**src/hw/rtl/hss_pkg.sv**
```systemverilog
`timescale 1ns / 1ps
// ----------------------------------------------------------------------------
// Heartbeat session supervisor package
// Shared widths, codes and beat formats for the session supervisor.
// ----------------------------------------------------------------------------
package hss_pkg;

    // Width of the stored heartbeat time and of the age arithmetic.
    localparam int TIME_BITS = 32;
    localparam int NOW_BITS  = 32;
    localparam int TMO_BITS  = 32;
    localparam int CMP_BITS  = (TIME_BITS > TMO_BITS) ? TIME_BITS : TMO_BITS;

    localparam logic [TMO_BITS-1:0] TIMEOUT_RESET = TMO_BITS'(3000);

    // Command codes.
    localparam logic [2:0] OP_TICK      = 3'd0;
    localparam logic [2:0] OP_SYNC      = 3'd1;
    localparam logic [2:0] OP_HEARTBEAT = 3'd2;
    localparam logic [2:0] OP_CHECK     = 3'd3;
    localparam logic [2:0] OP_BEGIN     = 3'd4;

    // Result codes.
    localparam logic [1:0] CODE_OK        = 2'd0;
    localparam logic [1:0] CODE_FAULT     = 2'd1;
    localparam logic [1:0] CODE_NOT_READY = 2'd2;
    localparam logic [1:0] CODE_NO_SESS   = 2'd3;

    // Session states.
    localparam logic [1:0] SES_NONE   = 2'd0;
    localparam logic [1:0] SES_ACTIVE = 2'd1;
    localparam logic [1:0] SES_LOST   = 2'd2;

    // System states.
    localparam logic [2:0] SYS_BOOT    = 3'd0;
    localparam logic [2:0] SYS_IDLE    = 3'd1;
    localparam logic [2:0] SYS_READY   = 3'd2;
    localparam logic [2:0] SYS_RUNNING = 3'd3;
    localparam logic [2:0] SYS_FAULT   = 3'd4;

    typedef struct packed {
        logic [2:0]          op;
        logic [NOW_BITS-1:0] now_ms;
        logic                hardware_ready;
        logic                error_latched;
        logic                safety_error;
        logic                heater_active;
        logic                pump_running;
    } event_t;

    typedef struct packed {
        logic [1:0] result_code;
        logic [2:0] system_state;
        logic [1:0] session_state;
        logic       stop_request;
    } result_t;

    // Priority encode of the system state.
    function automatic logic [2:0] sys_encode(input logic err, input logic act,
                                              input logic init, input logic hw_rdy,
                                              input logic [1:0] sess);
        logic [2:0] s;
        begin
            if (err || (init && !hw_rdy))
            begin
                s = SYS_FAULT;
            end
            else if (!init)
            begin
                s = SYS_BOOT;
            end
            else if (act)
            begin
                s = SYS_RUNNING;
            end
            else if (sess == SES_ACTIVE)
            begin
                s = SYS_READY;
            end
            else
            begin
                s = SYS_IDLE;
            end
            return s;
        end
    endfunction

endpackage

```
**src/hw/rtl/heartbeat_session_supervisor_unit.sv**
```systemverilog
`timescale 1ns / 1ps
// A result beat is registered and appears in the cycle after its event beat is accepted.
// Throughput: one event per cycle; the single result register sets this figure,
// and an event is taken whenever that register is empty or being drained.
// Reset: session none, not initialized, hardware not ready, last heartbeat 0,
// timeout 3000 ms, no result pending.
// ----------------------------------------------------------------------------
// Heartbeat session supervisor
// Expires, opens and refreshes a host session from timed command events and
// reports an error code, the system state, the session state and stop requests.
// ----------------------------------------------------------------------------
module heartbeat_session_supervisor_unit (
    input  logic                          clk,
    input  logic                          rst_n,
    input  logic                          cfg_valid,
    output logic                          cfg_ready,
    input  logic [hss_pkg::TMO_BITS-1:0]  cfg_data,
    input  logic                          in_valid,
    output logic                          in_ready,
    input  hss_pkg::event_t               in_data,
    output logic                          out_valid,
    input  logic                          out_ready,
    output hss_pkg::result_t              out_data
);
    import hss_pkg::*;

    logic [TMO_BITS-1:0]  timeout_reg;
    logic                 initialized_reg, initialized_next;
    logic                 hw_ready_reg, hw_ready_next;
    logic [1:0]           session_reg, session_next;
    logic [TIME_BITS-1:0] last_hb_reg, last_hb_next;
    logic                 out_valid_reg;
    result_t              out_data_reg, out_data_next;

    logic                 accept;
    logic                 err, act, expired, is_fault;
    logic [TIME_BITS-1:0] now_t, age;
    logic [1:0]           sess_mid;
    logic [1:0]           code;
    logic                 stop;

    assign cfg_ready = 1'b1;
    assign in_ready  = !out_valid_reg || out_ready;
    assign accept    = in_valid && in_ready;
    assign out_valid = out_valid_reg;
    assign out_data  = out_data_reg;

    assign err   = in_data.error_latched || in_data.safety_error;
    assign act   = in_data.heater_active || in_data.pump_running;
    assign now_t = TIME_BITS'(in_data.now_ms);
    assign age   = now_t - last_hb_reg;

    // Age is taken modulo the time width and compared unsigned.
    assign expired  = (session_reg == SES_ACTIVE) &&
                      (CMP_BITS'(age) > CMP_BITS'(timeout_reg));
    assign sess_mid = expired ? SES_LOST : session_reg;
    assign is_fault = err || (initialized_reg && !hw_ready_reg);

    always_comb
    begin
        initialized_next = initialized_reg;
        hw_ready_next    = hw_ready_reg;
        session_next     = sess_mid;
        last_hb_next     = last_hb_reg;
        code             = CODE_OK;
        stop             = expired && act;
        if (in_data.op == OP_BEGIN)
        begin
            initialized_next = 1'b1;
            hw_ready_next    = in_data.hardware_ready;
            session_next     = SES_NONE;
            last_hb_next     = '0;
            stop             = 1'b0;
        end
        else if (in_data.op == OP_SYNC)
        begin
            if (is_fault)
            begin
                code = CODE_FAULT;
            end
            else if (!initialized_reg)
            begin
                code = CODE_NOT_READY;
            end
            else
            begin
                session_next = SES_ACTIVE;
                last_hb_next = now_t;
            end
        end
        else if (in_data.op == OP_HEARTBEAT)
        begin
            if (sess_mid != SES_ACTIVE)
            begin
                code = CODE_NO_SESS;
            end
            else
            begin
                last_hb_next = now_t;
            end
        end
        else if (in_data.op == OP_CHECK)
        begin
            if (is_fault)
            begin
                code = CODE_FAULT;
            end
            else if (!initialized_reg)
            begin
                code = CODE_NOT_READY;
            end
            else if (sess_mid != SES_ACTIVE)
            begin
                code = CODE_NO_SESS;
            end
        end
    end

    always_comb
    begin
        out_data_next.result_code   = code;
        out_data_next.system_state  = sys_encode(err, act, initialized_next,
                                                 hw_ready_next, session_next);
        out_data_next.session_state = session_next;
        out_data_next.stop_request  = stop;
    end

    always_ff @(posedge clk or negedge rst_n)
    begin
        if (!rst_n)
        begin
            timeout_reg     <= TIMEOUT_RESET;
            initialized_reg <= 1'b0;
            hw_ready_reg    <= 1'b0;
            session_reg     <= SES_NONE;
            last_hb_reg     <= '0;
            out_valid_reg   <= 1'b0;
        end
        else
        begin
            if (cfg_valid && cfg_ready)
            begin
                timeout_reg <= cfg_data;
            end
            if (accept)
            begin
                initialized_reg <= initialized_next;
                hw_ready_reg    <= hw_ready_next;
                session_reg     <= session_next;
                last_hb_reg     <= last_hb_next;
                out_valid_reg   <= 1'b1;
            end
            else if (out_ready)
            begin
                out_valid_reg <= 1'b0;
            end
        end
    end

    always_ff @(posedge clk)
    begin
        if (accept)
        begin
            out_data_reg <= out_data_next;
        end
    end

`ifndef SYNTHESIS
    // A sync that expires the session can reopen it in the same beat, so a stop
    // request comes with either a lost or a freshly opened session.
    a_stop_has_session: assert property (@(posedge clk) disable iff (!rst_n)
        out_valid && out_data.stop_request |-> out_data.session_state != SES_NONE)
        else $error("stop request without a session");

    a_begin_resets: assert property (@(posedge clk) disable iff (!rst_n)
        accept && in_data.op == OP_BEGIN |=>
            session_reg == SES_NONE && initialized_reg && last_hb_reg == '0)
        else $error("begin did not reset the session");

    a_begin_ok: assert property (@(posedge clk) disable iff (!rst_n)
        accept && (in_data.op == OP_BEGIN || in_data.op == OP_TICK) |=>
            out_data.result_code == CODE_OK && out_valid)
        else $error("begin or tick gave a nonzero result code");

    a_err_fault: assert property (@(posedge clk) disable iff (!rst_n)
        accept && (in_data.error_latched || in_data.safety_error) |=>
            out_data.system_state == SYS_FAULT)
        else $error("error input did not give fault state");

    a_ready_when_empty: assert property (@(posedge clk) disable iff (!rst_n)
        !out_valid_reg |-> in_ready)
        else $error("input stalled with an empty result register");
`endif

endmodule
```
**config.mk**
```make
export PLATFORM = sky130hd
export DESIGN_NAME = heartbeat_session_supervisor_unit
export DESIGN_NICKNAME = d
export VERILOG_FILES = /design/src/hw/rtl/hss_pkg.sv /design/src/hw/rtl/heartbeat_session_supervisor_unit.sv
export SDC_FILE = /design/constraint.sdc
export NUM_CORES = 1
export LEC_CHECK = 0
export ABC_AREA = 0
export BUFFER_PORTS_ARGS = -buffer_cell sky130_fd_sc_hd__clkbuf_2
export CORE_ASPECT_RATIO = 2
export CORE_MARGIN = 10
export CORE_UTILIZATION = 47
export DETAILED_ROUTE_END_ITERATION = 7
export PLACE_DENSITY = 0.68
export SLEW_MARGIN = 5
export SYNTH_ARGS = -nofsm -noshare
export SYNTH_HDL_FRONTEND = slang
export SYNTH_SLANG_ARGS = --single-unit
export TNS_END_PERCENT = 50
```
**constraint.sdc**
```tcl
create_clock -name clk -period 7.85 [get_ports clk]
set_clock_uncertainty 0.05 [all_clocks]
set_input_delay 1.9625 -clock clk [delete_from_list [all_inputs] [get_ports clk]]
set_output_delay 1.9625 -clock clk [all_outputs]
set_load 0.1 [all_outputs]
```
# Word-level counts from Yosys, hierarchy flattened
# Index checks and enable logic that the tools add are counted.
[totals] wordCells=66 regBits=77 input_bits=77
[classes] bitwise=1 magnitude_cmp=1 n_eq_ne=10 addsub=1 n_mux=25 reduce_logical=17
[op_table] op="$mux 32" count=6
[op_table] op="$gt 32x32->1" count=1
[op_table] op="$sub 32x32->32" count=1
[op_table] op="$mux 2" count=15
[op_table] op="$ne 3x3->1 const B" count=3
[op_table] op="$eq 3x2->1 const B" count=2
[op_table] op="$logic_and 1x1->1" count=5
[op_table] op="$logic_or 1x1->1" count=5
[op_table] op="$reduce_and 5->1" count=1
[op_table] op="$eq 2x1->1 const B" count=2
[op_table] op="$mux 1" count=4
[op_table] op="$eq 3x1->1 const B" count=1
[op_table] op="$eq 3x3->1 const B" count=1
[op_table] op="$logic_not 1->1" count=3
[op_table] op="$reduce_bool 3->1" count=1
[op_table] op="$ne 2x1->1 const B" count=1
[op_table] op="$reduce_bool 2->1" count=1
[op_table] op="$reduce_or 2->1" count=1
[op_table] op="$not 1->1" count=1

# Longest topological paths before layout
# Gate-level depths: netlist (run 1).
[depth] word_depth=11 depth_mapped=24 depth_no_buf=23

# Worst setup path after synthesis (run 1)
# No wires, ideal clock.
[synth_timing] kind="input port to flip-flop" from="input in_data[5] (netlist bit)" to="register last_hb_reg[10]" required_time_ns=7.679 setup_time_ns=0.121 path_slack_ns=1.977 cell_stages=23 arrival_ns=5.702 cell_sequence="inv_1 > ha_1 > inv_1 > fa_1 > a21oi_1 > o22ai_1 > a41oi_1 > nor4_1 > o41a_1 > nand4_1 > o21ai_0 > xor2_1 > ha_1 > a21o_1 > a21o_1 > a221oi_1 > o21ai_0 > nor2_1 > a21o_2 > nand2_2 > a31o_4 > buf_6 > a22o_1"
[synth_via] elab_chain_cells=7
[synth_lines] item="from (decl)" line_no="heartbeat_session_supervisor_unit.sv:20" source="input hss_pkg::event_t in_data,"
[synth_lines] item="$sub 32x32->32" line_no="heartbeat_session_supervisor_unit.sv:51" source="assign age = now_t - last_hb_reg;"
[synth_lines] item="$gt 32x32->1" line_no="heartbeat_session_supervisor_unit.sv:55" source="(CMP_BITS'(age) > CMP_BITS'(timeout_reg));"
[synth_lines] item="$logic_and 1x1->1" line_no="heartbeat_session_supervisor_unit.sv:54" source="assign expired = (session_reg == SES_ACTIVE) &&"
[synth_lines] item="$mux 2" line_no="heartbeat_session_supervisor_unit.sv:56" source="assign sess_mid = expired ? SES_LOST : session_reg;"
[synth_lines] item="$ne 2x1->1" line_no="heartbeat_session_supervisor_unit.sv:93" source="if (sess_mid != SES_ACTIVE)"
[synth_lines] item="$ne 3x3->1 (no line)"
[synth_lines] item="$reduce_and 5->1 (no line)"
[synth_lines] item="to (signal assigned)" line_no="heartbeat_session_supervisor_unit.sv:150" source="last_hb_reg <= last_hb_next;"
[synth_lines] item="to (decl)" line_no="heartbeat_session_supervisor_unit.sv:31" source="logic [TIME_BITS-1:0] last_hb_reg, last_hb_next;"
# No other way between the ends.
# A chain may end at the register's enable or synchronous reset.

# Final worst setup path (run 1)
[layout_timing] from="input in_data[5] (netlist bit)" to="register last_hb_reg[3]"
# The elaborated chain is that of the path after synthesis.

==> results summary, run 1 <==
The worst hold path begins at last_hb_reg[5]. The fraction of the cycle the final worst path needs came out at 0.860. The number of antenna violations at the first check in global routing is 0. The clock input transition at the sequential cells of the worst setup and hold paths came out at 0.06 ns.

The count of instances resized after the clock tree is built came out at 0. Routability-driven placement finished with a final weighted congestion of approximately 0.92. The via density per instance is 5.58. The nature of the critical path endpoint is a flip-flop.

Measured against the total synthesized area, the mux share comes to 0.00420. The global routing usage summed across all routing layers is 0.182. The sort of element at the start of the critical path is an input pin. The area of the mapped netlist came out at 5360 um2. The setup TNS after final layout is 0 ns. The arrival time at the worst endpoint is 6.97 ns. The run finished with clean final reports.

The global-route congestion overflow total came out at 0. Of the total synthesized cell area, the portion taken by full adders, half adders and majority gates is 0.151. The clock tree from TritonCTS is yes.

The switching share of total power is 0.436. The die span in x came out at 95.5 um. The die footprint came out at 16300 um2. The met2 usage in global routing is 0.358. The peak fanout along the critical path is 20. The clock tree buffer depth is 2. The proportion of power drawn by combinational gates came out at 0.588. The share of total power dissipated in the clock network is 0.168. After synthesis, the most frequently instantiated cells are inv_1, ha_1, dfrtp_1.

Of the total synthesized cell area, the portion taken by AND, OR, NAND and NOR gates is 0.129. Summed over all cells, the static leakage comes to 2.97 nW. The sequential fraction of the synthesis area is 0.368. The synthesized flop and latch total came out at between 70 and 80. The average footprint of a synthesized cell is 9.10 um2. 0 antenna diodes ended up in the layout. The count of buffers added on input and output ports is 86.

The H-tree depth came out at 3. The number of global-route vias before repair is just under 5000. The layer with the highest usage after global routing is met2.

After synthesis, the largest family of logic cells by area is compound AO/OA/AOI/OAI gates. Measured on the finished design, the core utilization comes to 0.548. The initial cell density of the core came out at 0.478. The final critical delay including setup and external delays is 6.75 ns. The relative slew slack came out at 0.360. The portion of total power attributed to sequential cells came out at 0.244. The number of search-and-repair iterations in the first detailed-routing pass is 6. The gate count of the mapped netlist came out at around 590. The Yosys step of the flow raised 0 warnings. The number of design rule violations left after detail routing came out at 0.

The number of DRC markers in iteration 0 is between 200 and 250. The required arrival time at the worst endpoint came out at roughly 8 ns. Clock latency on the worst-skew pair, taken at its later pin, is between 0.3 and 0.4 ns. The mean routed wirelength per cell is 17.5 um.

The design internal power is between 1 and 1.5 mW. The global-route wire length before repair is between 20000 and 25000 um. Clock tree synthesis inserted a total of 9 buffers. The synthesis-to-layout area growth is 14.7%. The count of hold-fix buffers inserted at cts came out at 0. The share of cells above drive strength 1 is 0.183. The maximum number of pins on one net before global-route repair came out at 70.

The share of the synthesized area in the top cell type is 0.289. The parity-gate share of the synthesized area counting xor and xnor cells is 0.0506. In the synthesized netlist the dominant register cell turns out to be dfrtp_1. IR analysis of the VDD net gives a maximum drop of 0.166 mV. The synthesized design contains 8 enable-type register cells. In the final layout, the multi-input gates occupy between 2000 and 3000 um2. The number of antenna-violating nets in the routed design is 0. The library cell with the largest summed area after synthesis is dfrtp_1.

The die boundary height is 171 um. The tightest min-delay check is of the flip-flop to flip-flop type. The final HPWL from detailed placement is 11600 um. In the final layout, flip-flops and latches occupy 1980 um2. Max-cap violations in this run came to 0. The setup path with the least slack is of type input pin to flip-flop. The number of nets in the synthesized netlist is 730. The slew of the pin with the lowest slew margin came out at 0.960 ns. For this design the total switching power over the nets is 996 uW. The count of unique library cells instantiated by Yosys came out at 62.

The row count came out at 55. The placed instances occupy a cell area of 5880 um2. The number of endpoints with negative hold slack in the final report came to 0. The depth of the worst register-to-register path came out at 22. Derived from the worst setup path, the maximum achievable clock frequency is 0.148 GHz.

The register-to-register path setup slack came out at 2.49 ns. The capture endpoint of the worst hold path is last_hb_reg[5]. The worst hold path cell count came out at 1. The area of the core came out at 11200 um2. The area fraction in compound gates after synthesis is 0.220. The max-slew violation count came out at 0.

The post-synthesis async set-or-reset flop share came out at 0.896. The reg-to-reg critical path endpoint is last_hb_reg[3]. After routing the design area is 6150 um2.

In the global route stage, met1 resource usage came out at 0.163. The number of top-level design ports came out at 88. The count of fill cells added during filler insertion is 1063. The routed design has 14300 um of wire. inv_1 is the most common cell in the netlist. The post-CTS setup repair buffer count came out at 0. The number of nets at the end of the flow is 813. CTS placed an instance of clkbuf_16 at the clock tree root.

In the post-synthesis netlist, the biggest area contributors are dfrtp_1, ha_1, inv_1. The met3 layer usage reported by global route is 0.0312. The vias after detailed routing is 4573. The startpoint identified for the worst register-to-register timing path is last_hb_reg[0]. The clock net sink count came out at 77. Setup repair after global routing left no endpoint under its margin. Dividing total power by cell area gives a power density of 371 nW/um2. Setup violations remaining at the end of the flow were counted as 0.
## cell usage in the layout (no fill, tap or decap), types with 3 or more instances in the layout
cell | netlist | layout
nor3_1 | 11 | 11
clkinv_2 | 0 | 3
a21oi_1 | 31 | 31
and2_1 | 3 | 3
nand2b_1 | 5 | 5
nand4_1 | 8 | 8
a31oi_1 | 5 | 5
edfxtp_1 | 8 | 8
nor2_1 | 30 | 30
clkbuf_16 | 0 | 9
o211ai_1 | 5 | 5
o21bai_1 | 9 | 9
xnor2_1 | 25 | 25
nand2_1 | 56 | 56
dfrtp_1 | 62 | 62
a21o_1 | 14 | 14
a22o_1 | 32 | 32
xor2_1 | 6 | 6
nand3_1 | 17 | 17
clkbuf_2 | 0 | 85
nor2b_1 | 4 | 4
inv_1 | 81 | 81
a211oi_1 | 5 | 5
dfstp_2 | 7 | 7
ha_1 | 63 | 63
o21ai_0 | 39 | 39
## layer usage
| layer | wire length [um] | vias up |
|---|---|---|
| met5 | 0 | - |
| met4 | 600 | 0 |
| met3 | 428 | 36 |
| met2 | 8520 | 89 |
| met1 | 4780 | 2211 |
| li1 | - | 2237 |
## critical path: stages
cell and delay [ns]:
clkbuf_2 0.09, inv_1 0.05, ha_1 0.16, inv_1 0.05
fa_1 0.40, a21oi_1 0.22, o22ai_1 0.16, a41oi_1 0.45
nor3_1 0.16, o31ai_2 0.42, o31a_1 0.23, o21ai_1 0.07
a21oi_1 0.17, xnor2_1 0.09, ha_1 0.29, nand4_1 0.10
nor2_1 0.13, nand4_1 0.15, nor3_1 0.20, a21o_2 0.18
nand2_2 0.09, a21oi_2 0.53, buf_4 0.39, a22o_1 0.19
## layout make-up
| type | instances | area share |
|---|---|---|
| Clock buffer | 10 | 0.0372 |
| Clock inverter | 6 | 0.00651 |
| Inverter | 81 | 0.0495 |
| Multi-Input combinational cell | 415 | 0.484 |
| Sequential cell | 77 | 0.321 |
| Tap cell | 142 | 0.0289 |
| Timing Repair Buffer | 88 | 0.0724 |
## power by group through the flow
stage                     combinational [mW]  clock [mW]  sequential [mW]
after global placement                  1.28           0            0.563
after floorplan                        0.965           0            0.609
after global routing                    1.51       0.407            0.570
after CTS                               1.34       0.390            0.558
final                                   1.34       0.383            0.558
after detailed placement                1.33           0            0.564
## logic make-up after synthesis
family,count (synthesis)
compound gates,169
simple gates,148
buf+inv,97
flops,77
fa+ha+maj,64
xor+xnor,31
mux,2
other cells,1
## stage by stage
stage	total power, mW	hold slack (ns)	setup slack, ns	std cells
after floorplan	1.57	0.416	1.98	589
after global placement	1.84	0.433	1.04	803
after detailed placement	1.90	0.431	0.872	803
after CTS	2.29	0.452	1.19	819
after global routing	2.49	0.466	0.661	819
final	2.28	0.447	1.10	819
## worst max path at each step
stage,endpoint,from,slack (ns)
6_report,last_hb_reg[3],in_data[5],1.10
5_1_grt,last_hb_reg[3],in_data[5],0.66
4_1_cts,last_hb_reg[3],in_data[5],1.19
3_5_place_dp,last_hb_reg[6],in_data[5],0.87
3_3_place_gp,last_hb_reg[0],in_data[5],1.04
2_1_floorplan,last_hb_reg[10],in_data[5],1.98
Note: power is estimated with default switching activity, not from simulation.
==> inputs of run 2 (changes only) <==
--- a/config.mk
+++ b/config.mk
@@ -12,6 +12,7 @@
 export CORE_UTILIZATION = 47
 export DETAILED_ROUTE_END_ITERATION = 7
 export PLACE_DENSITY = 0.68
+export RECOVER_POWER = 50
 export SLEW_MARGIN = 5
 export SYNTH_ARGS = -nofsm -noshare
 export SYNTH_HDL_FRONTEND = slang
==> constraint.sdc (replaced) <==
create_clock -name clk -period 6.4 [get_ports clk]
set_clock_uncertainty 0.05 [all_clocks]
set_input_delay 1.6 -clock clk [delete_from_list [all_inputs] [get_ports clk]]
set_output_delay 1.6 -clock clk [all_outputs]
set_load 0.1 [all_outputs]
==> results summary, run 2 (same netlist as run 1, synthesis figures left out) <==
The initial cell density of the core came out at 0.478 (unchanged). The cell area after placement is 5910 um2 (+0.47%). The number of search-and-repair iterations in the first detailed-routing pass came out at 7 (+1). The clock tree buffer depth is 2 (unchanged). The leakage power of the design came to 3.01 nW (+1.0%). The number of buffers added on ports is 86 (unchanged). The required arrival time at the worst endpoint is 6.63 ns (-1.44 ns). The proportion of power drawn by combinational gates is 0.565 (-0.023). The power density over the cells is 464 nW/um2 (+25%). The mean routed wirelength per cell is 17.1 um (-2.5%).

The number of global-route vias before repair is 4785 (-2.7%). The critical path buffer and inverter count is 5 (+1). The H-tree depth was 3 (unchanged).

The number of endpoints with negative hold slack in the final report came to 0 (unchanged). The cell chosen for the clock root is clkbuf_16. The highest attainable clock frequency is between 0.15 and 0.2 GHz. STA classifies the critical path startpoint as an input pin. The cell with the biggest individual delay on the critical path is fa_1. The checks that failed: capacitance limit, slew limit.

The uppermost layer routed is met4. The post-CTS setup repair buffer count is 0 (unchanged). The non-filler instance count after layout came out at 821 (+0.24%). The critical path in this run is classified as input pin to flip-flop.

The slew of the pin with the lowest slew margin is 3.77 ns (+2.81 ns). The number of nets at the end of the flow is 815 (+0.25%). The global-route wire length before repair is 22100 um (-5.1%).

The worst-case setup slack after placement is -0.0966 ns (-0.968 ns). The clock latency of the later-clocked register in the worst-skew pair is 0.34 ns (about the same). After layout, the minimum clock period comes to 5.98 ns. The number of design rule violations left after detail routing came out at 0 (unchanged). The register-to-register path setup slack came out at 1.45 ns (-1.04 ns). The arrival time at the worst endpoint came out at 6.21 ns (-0.76 ns).

The die boundary height came out at 171 um (unchanged). The post-placement cell count came out at 805 (+0.25%). The via density per instance came out at 5.60 (+0.35%). The total met2 wirelength after detailed routing is 8320 um (-2.4%).

The design internal power came out at 1.68 mW (+30%). The total length of routed wires came out at 14000 um (-2.3%). The portion of total power attributed to sequential cells came out at 0.237 (-0.007). Setup repair after global routing left no endpoint under its margin. The synthesis-to-layout area growth is 16.4%. The share of cells above drive strength 1 came to 0.183 (-0.000540). The path type of the worst min-delay path is flip-flop to flip-flop. The vias after detailed routing came out at 4600 (+0.59%). The count of fill cells added during filler insertion is 1036 (-2.5%). The clock input transition at the sequential cells of the worst setup and hold paths came to 0.06 ns (about the same). The number of top-level design ports is 88 (unchanged).

The least setup slack across all paths after layout is 0.421 ns (-0.676 ns). The number of antenna violations at the first check in global routing was 0 (unchanged). The number of setup violations in the final report was 0 (unchanged). The row count is 55 (unchanged).

The switching share of total power was 0.420 (-0.0159). The die span in x is 95.5 um (unchanged). The run finished, with violations left. The clock net sink count came out at 77 (unchanged).

The number of buffers added by the clock tree synthesis step came out at 9 (unchanged). The portion of total power attributed to the clock network came to 0.198 (+0.030). The final core area utilization came out at 0.556 (+0.00825). TritonCTS built the clock tree. The final estimated routing congestion in global placement is 0.917 (about the same). Among cell families on the critical path, the largest total delay comes from compound AO/OA/AOI/OAI gates. The die footprint came out at 16300 um2 (unchanged). The detailed-routing wirelength on met1 came out at 4580 um (-4.2%).

The fraction of the cycle the final worst path needs came out at 0.934. The relative slew slack is -1.51 (-1.87). The number of violations of the max-capacitance limit was 2 (+2). The global-route congestion overflow total came to 0 (unchanged). The global routing usage summed across all routing layers is 0.173 (-0.00832). The met3 routed wirelength was 576 um (+35%).

The max-slew violation count is 134 (+134). The number of antenna-violating nets in the routed design came out at 0 (unchanged). The final instance area is 6240 um2 (+1.5%). The peak fanout along the critical path came out at 20 (unchanged). The maximum vdd ir drop came out at 0.192 mV (+16%). The maximum cell stage delay along the critical path came out at 0.40 ns (-0.13 ns). In the layout the commonest cells are clkbuf_2, inv_1, ha_1. The final HPWL from detailed placement came out at 11200 um (-3.0%).

The number of antenna cells inserted came out at 0 (unchanged). The maximum number of pins on one net before global-route repair came out at 70 (unchanged). The area of the core came out at 11200 um2 (unchanged). The nature of the critical path endpoint is a flip-flop. The library cell used most frequently in the layout, excluding fill and tap cells, is clkbuf_2. The number of DRC markers in iteration 0 came out at 201 (-6.5%).

The switching power total is 1.22 mW (+22%).
-- run 2: per-stage QoR --
stage               hold slack [ns]  setup TNS (ns)  power [mW]
floorplan                     0.416               0        1.93
global placement              0.433               0        2.26
detailed placement            0.432           -1.72        2.32
CTS                           0.454               0        2.91
global route                  0.471               0        3.13
finish                        0.452               0        2.89
-- run 2: layout make-up --
cell class | instances | area [um2] | share of cell area
tap | 142 | 178 | 0.0285
multi-input combinational | 415 | 2980 | 0.478
sequential | 77 | 1980 | 0.317
timing repair buffer | 90 | 467 | 0.0748
clock inverter | 6 | 93.8 | 0.0150
clock buffer | 10 | 239 | 0.0383
inverter | 81 | 304 | 0.0487
-- run 2: what timing repair did --
action / in CTS / in global routing
resized for setup: 0 / 1
hold buffers: 0 / 0
setup endpoints to repair: 0 / 20
-- run 2: worst paths after layout --
| kind | from | endpoint | cells after the start |
|---|---|---|---|
| min in group asynchronous | rst_n | last_hb_reg[8] | 2 |
| worst max register to register | last_hb_reg[0] | last_hb_reg[0] | 23 |
| worst min register to register | last_hb_reg[7] | last_hb_reg[7] | 1 |
| max in group asynchronous | rst_n | timeout_reg[25] | 2 |
| worst min-delay path | last_hb_reg[7] | last_hb_reg[7] | 1 |
| worst max-delay path | in_data[5] | last_hb_reg[0] | 25 |
-- run 2: power by group through the flow --
stage	registers [mW]	logic (mW)	clock network, mW
after floorplan	0.747	1.18	0
after global placement	0.690	1.57	0
after detailed placement	0.694	1.63	0
after CTS	0.687	1.64	0.583
after global routing	0.701	1.82	0.608
final	0.687	1.63	0.572
-- run 2: layer usage --
layer	GRT usage	vias up
li1	-	2249
met2	0.343	129
met5	0	-
met4	0.0877	0
met3	0.0399	38
met1	0.150	2184
